[src/rtl/core/srtf_pkg.sv]
// shared constants and types for the srtf job scheduler
package srtf_pkg;

  localparam int MAX_JOBS   = 16;
  localparam int IDX_W      = $clog2(MAX_JOBS);
  localparam int CNT_W      = $clog2(MAX_JOBS + 1);
  localparam int LABEL_W    = 8;
  localparam int TIME_W     = 16;
  localparam int SLOT_OUT_W = 4;
  localparam int REC_W      = LABEL_W + 2 * TIME_W;

  localparam logic [TIME_W-1:0] TIME_MAX = {TIME_W{1'b1}};

  localparam logic FUNC_ADD  = 1'b0;
  localparam logic FUNC_TICK = 1'b1;

  typedef enum logic [2:0] {
    ST_IDLE,
    ST_ADD,
    ST_SCAN,
    ST_UPDATE,
    ST_FINISH
  } state_t;

endpackage

[src/rtl/core/srtf_job_scheduler_unit.sv]
// shortest-remaining-time-first job scheduler with a sequential slot scan
// add item: the beat goes through ST_ADD, which writes the next slot unless the table is full, then ST_FINISH
// tick item: ST_SCAN reads each used slot, ST_UPDATE writes back the served slot and advances time, then ST_FINISH
// one item in flight; the one ram read port visits one slot per cycle during a tick scan
// next item is taken the cycle after its result reaches the output register
// rst clears counters, time and handshake state; the slot table is not cleared
module srtf_job_scheduler_unit (
  input  logic                          clk,
  input  logic                          rst,
  input  logic                          in_valid,
  output logic                          in_stall,
  input  logic                          func,
  input  logic [srtf_pkg::LABEL_W-1:0]  job_label,
  input  logic [srtf_pkg::TIME_W-1:0]   arrival_time,
  input  logic [srtf_pkg::TIME_W-1:0]   run_length,
  output logic                          out_valid,
  input  logic                          out_stall,
  output logic                          rejected,
  output logic                          busy_res,
  output logic [srtf_pkg::LABEL_W-1:0]  served_label,
  output logic [srtf_pkg::SLOT_OUT_W-1:0] served_slot,
  output logic [srtf_pkg::TIME_W-1:0]   tick_time,
  output logic                          finished,
  output logic [srtf_pkg::TIME_W-1:0]   exit_time,
  output logic                          all_done
);

  srtf_pkg::state_t state, state_next;

  // captured input beat
  logic [srtf_pkg::LABEL_W-1:0]  label_q;
  logic [srtf_pkg::TIME_W-1:0]   arrival_q;
  logic [srtf_pkg::TIME_W-1:0]   length_q;

  logic [srtf_pkg::CNT_W-1:0]    slots_used;
  logic [srtf_pkg::CNT_W-1:0]    jobs_pending;
  logic [srtf_pkg::TIME_W-1:0]   current_time;

  // scan state
  logic [srtf_pkg::CNT_W-1:0]    scan_idx;
  logic                          rd_pend;
  logic [srtf_pkg::IDX_W-1:0]    rd_slot;
  logic                          found;
  logic [srtf_pkg::IDX_W-1:0]    best_slot;
  logic [srtf_pkg::LABEL_W-1:0]  best_label;
  logic [srtf_pkg::TIME_W-1:0]   best_arrival;
  logic [srtf_pkg::TIME_W-1:0]   best_rem;

  // result waiting for the output register
  logic                          res_rejected;
  logic                          res_busy;
  logic [srtf_pkg::LABEL_W-1:0]  res_label;
  logic [srtf_pkg::SLOT_OUT_W-1:0] res_slot;
  logic [srtf_pkg::TIME_W-1:0]   res_tick;
  logic                          res_finished;
  logic [srtf_pkg::TIME_W-1:0]   res_exit;
  logic                          res_all_done;

  // ram port
  logic                          ram_we;
  logic [srtf_pkg::IDX_W-1:0]    ram_waddr;
  logic [srtf_pkg::REC_W-1:0]    ram_wdata;
  logic [srtf_pkg::IDX_W-1:0]    ram_raddr;
  logic [srtf_pkg::REC_W-1:0]    ram_rdata;

  logic                          in_fire;
  logic                          out_free;
  logic                          table_full;
  logic                          scan_done;
  logic                          issue;
  logic [srtf_pkg::LABEL_W-1:0]  rd_label;
  logic [srtf_pkg::TIME_W-1:0]   rd_arrival;
  logic [srtf_pkg::TIME_W-1:0]   rd_rem;
  logic                          rd_take;
  logic [srtf_pkg::TIME_W-1:0]   rem_dec;
  logic [srtf_pkg::TIME_W-1:0]   time_inc;
  logic                          serve_done;

  assign in_fire    = in_valid && !in_stall;
  assign out_free   = !out_valid || !out_stall;
  assign table_full = (slots_used == srtf_pkg::CNT_W'(srtf_pkg::MAX_JOBS));
  assign scan_done  = (scan_idx == slots_used);
  assign issue      = (state == srtf_pkg::ST_SCAN) && !scan_done;

  assign rd_label   = ram_rdata[srtf_pkg::REC_W-1 -: srtf_pkg::LABEL_W];
  assign rd_arrival = ram_rdata[2*srtf_pkg::TIME_W-1 -: srtf_pkg::TIME_W];
  assign rd_rem     = ram_rdata[srtf_pkg::TIME_W-1:0];

  // one compare unit: eligibility and strict less-than keep the earliest slot on ties
  assign rd_take = rd_pend && (current_time >= rd_arrival) && (rd_rem != '0) &&
                   (!found || (best_rem > rd_rem));

  assign rem_dec    = best_rem - srtf_pkg::TIME_W'(1);
  assign serve_done = found && (best_rem == srtf_pkg::TIME_W'(1));
  assign time_inc   = (current_time == srtf_pkg::TIME_MAX) ? current_time
                                                           : current_time + srtf_pkg::TIME_W'(1);

  srtf_ram #(
    .WIDTH (srtf_pkg::REC_W),
    .DEPTH (srtf_pkg::MAX_JOBS)
  ) u_slot_ram (
    .clk   (clk),
    .we    (ram_we),
    .waddr (ram_waddr),
    .wdata (ram_wdata),
    .raddr (ram_raddr),
    .rdata (ram_rdata)
  );

  // next state
  always_comb begin
    state_next = state;
    case (state)
      srtf_pkg::ST_IDLE: begin
        if (in_valid) begin
          state_next = (func == srtf_pkg::FUNC_TICK) ? srtf_pkg::ST_SCAN : srtf_pkg::ST_ADD;
        end
      end
      srtf_pkg::ST_ADD:    state_next = srtf_pkg::ST_FINISH;
      srtf_pkg::ST_SCAN: begin
        if (scan_done) begin
          state_next = srtf_pkg::ST_UPDATE;
        end
      end
      srtf_pkg::ST_UPDATE: state_next = srtf_pkg::ST_FINISH;
      srtf_pkg::ST_FINISH: begin
        if (out_free) begin
          state_next = srtf_pkg::ST_IDLE;
        end
      end
      default:             state_next = srtf_pkg::ST_IDLE;
    endcase
  end

  // outputs of the sequencer
  always_comb begin
    in_stall  = 1'b1;
    ram_we    = 1'b0;
    ram_waddr = slots_used[srtf_pkg::IDX_W-1:0];
    ram_wdata = {label_q, arrival_q, length_q};
    ram_raddr = scan_idx[srtf_pkg::IDX_W-1:0];
    case (state)
      srtf_pkg::ST_IDLE: begin
        in_stall = 1'b0;
      end
      srtf_pkg::ST_ADD: begin
        ram_we = !table_full;
      end
      srtf_pkg::ST_UPDATE: begin
        ram_we    = found;
        ram_waddr = best_slot;
        ram_wdata = {best_label, best_arrival, rem_dec};
      end
      default: begin
        in_stall = 1'b1;
      end
    endcase
  end

  always_ff @(posedge clk) begin
    if (rst) begin
      state        <= srtf_pkg::ST_IDLE;
      slots_used   <= '0;
      jobs_pending <= '0;
      current_time <= '0;
      out_valid    <= 1'b0;
      rd_pend      <= 1'b0;
      found        <= 1'b0;
    end else begin
      state <= state_next;

      if (in_fire) begin
        label_q   <= job_label;
        arrival_q <= arrival_time;
        length_q  <= run_length;
        scan_idx  <= '0;
        rd_pend   <= 1'b0;
        found     <= 1'b0;
      end

      if (state == srtf_pkg::ST_SCAN) begin
        rd_pend <= issue;
        if (issue) begin
          rd_slot  <= scan_idx[srtf_pkg::IDX_W-1:0];
          scan_idx <= scan_idx + srtf_pkg::CNT_W'(1);
        end
        if (rd_take) begin
          found        <= 1'b1;
          best_slot    <= rd_slot;
          best_label   <= rd_label;
          best_arrival <= rd_arrival;
          best_rem     <= rd_rem;
        end
      end

      if (state == srtf_pkg::ST_ADD) begin
        res_rejected <= table_full;
        res_busy     <= 1'b0;
        res_label    <= '0;
        res_slot     <= '0;
        res_tick     <= current_time;
        res_finished <= 1'b0;
        res_exit     <= '0;
        res_all_done <= (jobs_pending == '0) &&
                        (table_full || (length_q == '0));
        if (!table_full) begin
          slots_used <= slots_used + srtf_pkg::CNT_W'(1);
          if (length_q != '0) begin
            jobs_pending <= jobs_pending + srtf_pkg::CNT_W'(1);
          end
        end
      end

      if (state == srtf_pkg::ST_UPDATE) begin
        res_rejected <= 1'b0;
        res_busy     <= found;
        res_label    <= found ? best_label : '0;
        res_slot     <= found ? srtf_pkg::SLOT_OUT_W'(best_slot) : '0;
        res_tick     <= current_time;
        res_finished <= serve_done;
        res_exit     <= serve_done ? time_inc : '0;
        if (serve_done && (jobs_pending != '0)) begin
          jobs_pending <= jobs_pending - srtf_pkg::CNT_W'(1);
          res_all_done <= (jobs_pending == srtf_pkg::CNT_W'(1));
        end else begin
          res_all_done <= (jobs_pending == '0);
        end
        current_time <= time_inc;
      end

      // output register: a held beat stays until taken
      if ((state == srtf_pkg::ST_FINISH) && out_free) begin
        out_valid <= 1'b1;
      end else if (!out_stall) begin
        out_valid <= 1'b0;
      end
    end
  end

  always_ff @(posedge clk) begin
    if ((state == srtf_pkg::ST_FINISH) && out_free) begin
      rejected     <= res_rejected;
      busy_res     <= res_busy;
      served_label <= res_label;
      served_slot  <= res_slot;
      tick_time    <= res_tick;
      finished     <= res_finished;
      exit_time    <= res_exit;
      all_done     <= res_all_done;
    end
  end

  a_slots_bounded: assert property (@(posedge clk) disable iff (rst)
    slots_used <= srtf_pkg::CNT_W'(srtf_pkg::MAX_JOBS))
    else $error("slot count beyond table size");

  a_pending_bounded: assert property (@(posedge clk) disable iff (rst)
    jobs_pending <= slots_used)
    else $error("more pending jobs than used slots");

  a_time_monotonic: assert property (@(posedge clk) disable iff (rst)
    1'b1 |=> current_time >= $past(current_time))
    else $error("time went backwards");

  a_finish_needs_serve: assert property (@(posedge clk) disable iff (rst)
    out_valid && finished |-> busy_res && !rejected)
    else $error("finished without a served job");

  a_scan_bounded: assert property (@(posedge clk) disable iff (rst)
    state == srtf_pkg::ST_SCAN |-> scan_idx <= slots_used)
    else $error("scan index ran past used slots");

endmodule

[src/rtl/core/srtf_ram.sv]
// generic single write, single read ram with registered read data
module srtf_ram #(
  parameter int WIDTH = 8,
  parameter int DEPTH = 16
) (
  input  logic                     clk,
  input  logic                     we,
  input  logic [$clog2(DEPTH)-1:0] waddr,
  input  logic [WIDTH-1:0]         wdata,
  input  logic [$clog2(DEPTH)-1:0] raddr,
  output logic [WIDTH-1:0]         rdata
);

  logic [WIDTH-1:0] mem [DEPTH];

  always_ff @(posedge clk) begin
    if (we) begin
      mem[waddr] <= wdata;
    end
    rdata <= mem[raddr];
  end

endmodule

[config.mk]
export PLATFORM = sky130hd
export DESIGN_NAME = srtf_job_scheduler_unit
export DESIGN_NICKNAME = d
export VERILOG_FILES = /design/src/rtl/core/srtf_pkg.sv /design/src/rtl/core/srtf_job_scheduler_unit.sv /design/src/rtl/core/srtf_ram.sv
export SDC_FILE = /design/constraint.sdc
export NUM_CORES = 1
export LEC_CHECK = 0
export BUFFER_PORTS_ARGS = -buffer_cell sky130_fd_sc_hd__buf_2
export CORE_MARGIN = 3
export CORE_UTILIZATION = 26
export CTS_CLUSTER_SIZE = 25
export DETAILED_ROUTE_END_ITERATION = 12
export PLACE_DENSITY = 0.43
export SYNTH_ARGS = -nofsm -noshare
export SYNTH_HDL_FRONTEND = slang
export SYNTH_HIERARCHICAL = 1
export SYNTH_SLANG_ARGS = --single-unit
[constraint.sdc]
create_clock -name clk -period 8.9 [get_ports clk]
set_input_delay 1.335 -clock clk [delete_from_list [all_inputs] [get_ports clk]]
set_output_delay 1.335 -clock clk [all_outputs]
set_load 0.03 [all_outputs]
==> flow_summary.json, run 1 <==
{
  "status": "completed",
  "num_rows": 133,
  "required_ns": 9.27,
  "synthTopCellsByArea": "edfxtp_1 (72%), mux4_2 (6.5%), mux4_1 (4.6%)",
  "ys_async_sr_fraction": 0,
  "min_path_type": "reg -> reg",
  "syn_nets": 1886,
  "placedCellCount": 3621,
  "numCtsBuffers": 100,
  "maxSlewViolCount": 0,
  "netlist_area_um2": 34600,
  "p_switching_mw": 2.91,
  "criticalPathCategory": "reg -> reg",
  "synthCells": 1800,
  "globalplace.congestion": 0.767,
  "p_per_area_nw_per_um2": 271,
  "initial_core_util": 0.263,
  "postCtsResizedCells": 0,
  "io_buffers": 94,
  "drtAntennaViolNets": 0,
  "largest_register_ffs": 640,
  "internal_power_mw": 8.12,
  "cts_root_buffer": "clkbuf_16",
  "p_leak_nw": 13.5,
  "grt_first_pass_wirelength_mm": 134,
  "final_nets": 2055,
  "rsz0062_at_grt": "no",
  "path_cells": "and3b_2 -> buf_4 -> o21ai_0 -> nand2_1 -> nor2_4 -> buf_4",
  "p_comb_frac": 0.144,
  "final_cell_count_no_fill": 3812,
  "worst_pin_slew_ns": 1.29,
  "drive_gt1_frac": 0.212,
  "synth_commonest_cells": "edfxtp_1 (829), nand2_1 (178), mux4_2 (100)",
  "dieArea_um2": 138000,
  "core-area_um2": 132000,
  "cp_slowest_stage_delay_ns": 1.01,
  "grt_overflow": 0,
  "synth_top_area_cell": "edfxtp_1",
  "grt_max_degree": 68,
  "cts_num_sinks": 901,
  "slew_headroom": 0.133,
  "crit_slowest_cell": "nor2_4",
  "top_regs": "u_slot_ram/mem: 640 flops, u_slot_ram/rdata: 40 flops",
  "max_freq_mhz": 238,
  "path_max_fanout": 53,
  "cp_common_cell": "buf_4",
  "num_antenna_cells": 0,
  "yosys_warnings": 6,
  "grtUsageTotal": 0.135,
  "path_clk_slew_ns": 0.06,
  "cap_viol_max_count": 0,
  "drc_errors": 0,
  "clock_path_buffers": 3,
  "top_register": "u_slot_ram/mem",
  "clk_latency_ns": 0.72,
  "dp.final_hpwl_mm": 55.0,
  "swShare": 0.264,
  "viasPerCell": 4.54,
  "synth_top_area_frac": 0.719,
  "critical_path_arrival_ns": 4.56,
  "power_frac_clock": 0.387,
  "finalSetupViolCount": 0,
  "synth_edf_count": 829,
  "clock_skew_ns": 0.0554,
  "post-synth-top-count-cell": "edfxtp_1",
  "postCtsHoldBufs": 0,
  "pin_count": 95,
  "setup_tns_ns": 0,
  "die_w_um": 371,
  "post_drt_wl_per_cell_um": 24.4,
  "dpl_cell_area_um2": 37300,
  "finalCriticalPeriod_ns": 4.20,
  "crit_path_end_kind": "register",
  "avgSynthCellArea_um2": 19.2,
  "synthToLayoutAreaGrowth_pct": 17.8,
  "irDropWorstVdd_v": 0.000186,
  "postCtsSetupRepairBufs": 0,
  "post-route-period-util": 0.472,
  "initialDrtViolationCount": 1328,
  "cts.htree.levels": 3,
  "routed_wirelength_mm": 93.1,
  "die_height_um": 371,
  "synth_seq_area_share": 0.761,
  "critPathLaunchType": "register",
  "via_count": 17300,
  "seq_power_share": 0.468,
  "ys.flop_type": "edfxtp_1",
  "grt_pass1_vias": 18200,
  "tritoncts": "yes",
  "yosysUniqueCellTypes": 56,
  "antenna_found_initial": 3,
  "dr.pass1.iters": 5,
  "synth-seq-cells": 901,
  "fin_area_um2": 40800,
  "hold_violations": 0
}
## through the flow
step	setup slack (ns)	total power, mW	util	hold slack (ns)
finish	4.70	11.0	0.309	0.406
global route	4.45	11.5	0.309	0.418
CTS	4.70	11.2	0.309	0.407
detailed placement	4.73	6.89	0.283	0.393
global placement	4.89	6.87	0.283	0.388
floorplan	2.55	6.28	-	0.386
## cell families (layout without fill, tap and decap cells)
family,Yosys count,count (layout),synth area share
flip-flops,901,901,0.761
AND/OR/NAND/NOR,367,367,0.0496
multiplexers,165,165,0.112
AO/OA/AOI/OAI,159,159,0.0314
buffers and inverters,120,377,0.0193
XOR/XNOR,47,47,0.0119
adder cells (fa/ha/maj),41,41,0.0148
## cells in the final DEF, fill, tap and decap left out, drive strengths merged, types with 41 or more instances in the layout
cell type	count
ha	41
mux4	160
dfxtp	72
edfxtp	829
nand2	178
buf	144
a22oi	82
clkbuf	138
inv	46
nor2	64
## worst max-delay path, delay by kind of cell, from the launching register on
kind	cells	cell delay, ns
AOI/OAI and AO/OA	1	0.86
buffers and inverters	2	0.83
DFF	1	0.40
and+or+nand+nor	3	1.72
## power by group through the flow
stage               registers (mW)  clock network (mW)  logic [mW]
finish                        5.16                4.27        1.59
CTS                           5.17                4.41        1.64
detailed placement            5.26                   0        1.63
global route                  5.19                4.58        1.74
global placement              5.26                   0        1.61
floorplan                     5.24                   0        1.04
## area by class of cell
class,count,area [um^2]
multi-input cells,779,7770
repair buffers,144,846
inverters,43,163
flip-flops and latches,901,26300
well taps,1755,2200
fillers,12900,91000
clock buffers,138,2810
clock inverters,52,658
## worst paths after layout
path / endpoint / slack [ns] / startpoint / cells after the start
hold reg to reg: best_label[0] / 0.41 / u_slot_ram/rdata[32] / 0
hold / removal: best_label[0] / 0.41 / u_slot_ram/rdata[32] / 0
setup / recovery: u_slot_ram/mem[7][12] / 4.70 / state[1] / 6
setup reg to reg: u_slot_ram/mem[7][12] / 4.70 / state[1] / 6
## layer usage
layer,GRT usage,up-vias,part of all wire
li1,-,7602,-
met1,0.187,9178,0.46
met2,0.219,406,0.47
met3,0.0255,136,0.042
met4,0.0372,0,0.024
met5,0,-,0
No activity file was read; power rests on OpenSTA's default activity.
==> run 2: changes to the inputs <==
ABC_AREA = 1   (was not set)
PLACE_DENSITY = 0.44   (was 0.43)
clock period = 3.7 ns   (was 8.9 ns; I/O delays follow)
==> flow_summary.json, run 2 <==
{
  "clock_skew_ns": 0.0233,
  "status": "completed",
  "n_fill_cell": 14900,
  "synth_seq_area_share": 0.690,
  "r2r_end": "u_slot_ram/mem[15][9]",
  "top_regs": "u_slot_ram/mem: 640 flops, u_slot_ram/rdata: 40 flops",
  "drive_gt1_frac": 0.102,
  "via_count": 24400,
  "path_clk_slew_ns": 0.06,
  "slew_headroom": 0.297,
  "synth-seq-cells": 901,
  "reg2reg_from": "state[2]",
  "cap_viol_max_count": 0,
  "seq_power_share": 0.463,
  "required_ns": 3.99,
  "min_path_type": "in -> reg",
  "critPathLaunchType": "register",
  "ys.flop_type": "edfxtp_1",
  "postCtsResizedCells": 0,
  "synth_edf_count": 829,
  "p_per_area_nw_per_um2": 580,
  "setup_tns_ns": 0,
  "yosysUniqueCellTypes": 47,
  "hold_violations": 0,
  "fin_area_um2": 44600,
  "cts.htree.levels": 3,
  "syn_nets": 3643,
  "hold_depth": 1,
  "synth_commonest_cells": "nand2_1 (1,035), edfxtp_1 (829), inv_1 (598)",
  "die_height_um": 389,
  "avgSynthCellArea_um2": 10.7,
  "numCtsBuffers": 102,
  "pin_count": 95,
  "grt_overflow": 0,
  "globalplace.congestion": 0.783,
  "post_drt_wl_per_cell_um": 19.3,
  "drc_errors": 0,
  "ys_async_sr_fraction": 0,
  "antenna_found_initial": 7,
  "tritoncts": "yes",
  "swShare": 0.276,
  "final_nets": 3790,
  "cts_root_buffer": "clkbuf_16",
  "dp.final_hpwl_mm": 60.2,
  "post-synth-top-count-cell": "nand2_1",
  "startpoint": "state[2]",
  "criticalPathCategory": "reg -> reg",
  "layout_commonest_cell": "nand2_1",
  "regArea_um2": 26300,
  "max_freq_mhz": 346,
  "crit_path_end_kind": "register",
  "dieArea_um2": 151000,
  "postCtsSetupRepairBufs": 0,
  "initialDrtViolationCount": 1822,
  "p_switching_mw": 7.13,
  "synth_top_area_cell": "edfxtp_1",
  "viasPerCell": 4.29,
  "grt_pass1_vias": 23900,
  "num_rows": 139,
  "multiInputGateArea_um2": 8780,
  "regToRegSetupSlack_ns": 0.81,
  "finalCriticalPeriod_ns": 2.89,
  "post-route-period-util": 0.782,
  "grt_first_pass_wirelength_mm": 161,
  "synthToLayoutAreaGrowth_pct": 16.9,
  "p_leak_nw": 18.2,
  "drtAntennaViolNets": 0,
  "netlist_area_um2": 38100,
  "dr.pass1.iters": 5,
  "path_max_fanout": 23,
  "p_comb_frac": 0.152,
  "initial_core_util": 0.264,
  "clock_path_buffers": 3,
  "largest_register_ffs": 640,
  "synthTopCellsByArea": "edfxtp_1 (65%), nand2_1 (10%), nand3_1 (6.8%)",
  "synthCells": 3557,
  "rsz0062_at_grt": "no",
  "grt_max_degree": 114,
  "postCtsHoldBufs": 3,
  "final_cell_mix": "nand2_1 (1,035), edfxtp_1 (829), inv_1 (596)",
  "finalSetupViolCount": 0,
  "synth_top_area_frac": 0.653,
  "die_w_um": 389,
  "hold_path_end": "length_q[6]",
  "irDropWorstVdd_v": 0.000357,
  "cts_num_sinks": 901,
  "yosys_warnings": 6,
  "routed_wirelength_mm": 110,
  "maxSlewViolCount": 0,
  "grtUsageTotal": 0.143,
  "io_buffers": 94,
  "worst_pin_slew_ns": 1.05,
  "critical_path_arrival_ns": 3.18,
  "internal_power_mw": 18.7,
  "clk_latency_ns": 0.67,
  "hp-start": "run_length[6]",
  "dpl_cell_area_um2": 41300,
  "power_frac_clock": 0.385,
  "worst-r2r-cell-count": 7,
  "top_register": "u_slot_ram/mem",
  "core-area_um2": 145000
}
-- run 2: cells by family after synthesis --
family          after synthesis  synth area share
flops                       901             0.690
compound gates              109            0.0152
fa+ha+maj                    41            0.0134
xor+xnor                     21           0.00502
simple gates               1730             0.192
buf+inv                     755            0.0835
-- run 2: power by group through the flow --
stage | Clock [mW] | Combinational [mW] | Sequential [mW]
after floorplan | 0 | 2.62 | 12.1
after global placement | 0 | 4.00 | 12.2
after detailed placement | 0 | 3.98 | 12.2
after CTS | 10.2 | 4.00 | 12.0
after global routing | 10.6 | 4.41 | 12.0
final | 9.95 | 3.93 | 12.0
-- run 2: worst max-delay path by stage --
stage	to	cells after the start
after floorplan	u_slot_ram/mem[4][0]	7
after global placement	u_slot_ram/mem[15][39]	7
after detailed placement	u_slot_ram/mem[15][5]	7
after CTS	u_slot_ram/mem[15][1]	7
after global routing	u_slot_ram/mem[15][9]	7
final	u_slot_ram/mem[15][9]	7
-- run 2: final cells by class --
type	instances	share of cell area
well taps	1903	0.0534
flip-flops and latches	901	0.591
clock buffers	150	0.0642
multi-input cells	1901	0.197
clock inverters	36	0.00890
repair buffers	194	0.0346
inverters	604	0.0512
diodes	2	0.000112
-- run 2: critical path, cell delays in order (launching register included) --
cell	delay (ns)
dfxtp_1	0.36
inv_1	0.06
nand2_1	0.19
nor2_4	0.12
o21ai_0	0.51
nand3_1	0.50
nor2_4	0.21
buf_4	0.53
-- run 2: through the flow --
stage               power [mW]  std cells   util  hold WS [ns]  worst slack, ns
floorplan                 14.8       3557      -         0.386            0.228
global placement          16.2       5500  0.285         0.387            0.785
detailed placement        16.2       5500  0.285         0.389            0.807
CTS                       26.2       5689  0.308       0.00330            0.791
global route              27.0       5690  0.308        0.0238            0.655
finish                    25.8       5691  0.308        0.0651            0.808
-- run 2: metal layers --
| metal | share of wire | routed length [um] | vias up | track usage |
|---|---|---|---|---|
| met2 | 0.46 | 50400 | 517 | 0.231 |
| met1 | 0.47 | 51800 | 11800 | 0.200 |
| met3 | 0.045 | 4920 | 128 | 0.0200 |
| li1 | - | - | 11900 | - |
| met4 | 0.022 | 2420 | 2 | 0.0397 |
| met5 | 0.00012 | 13 | - | 0 |
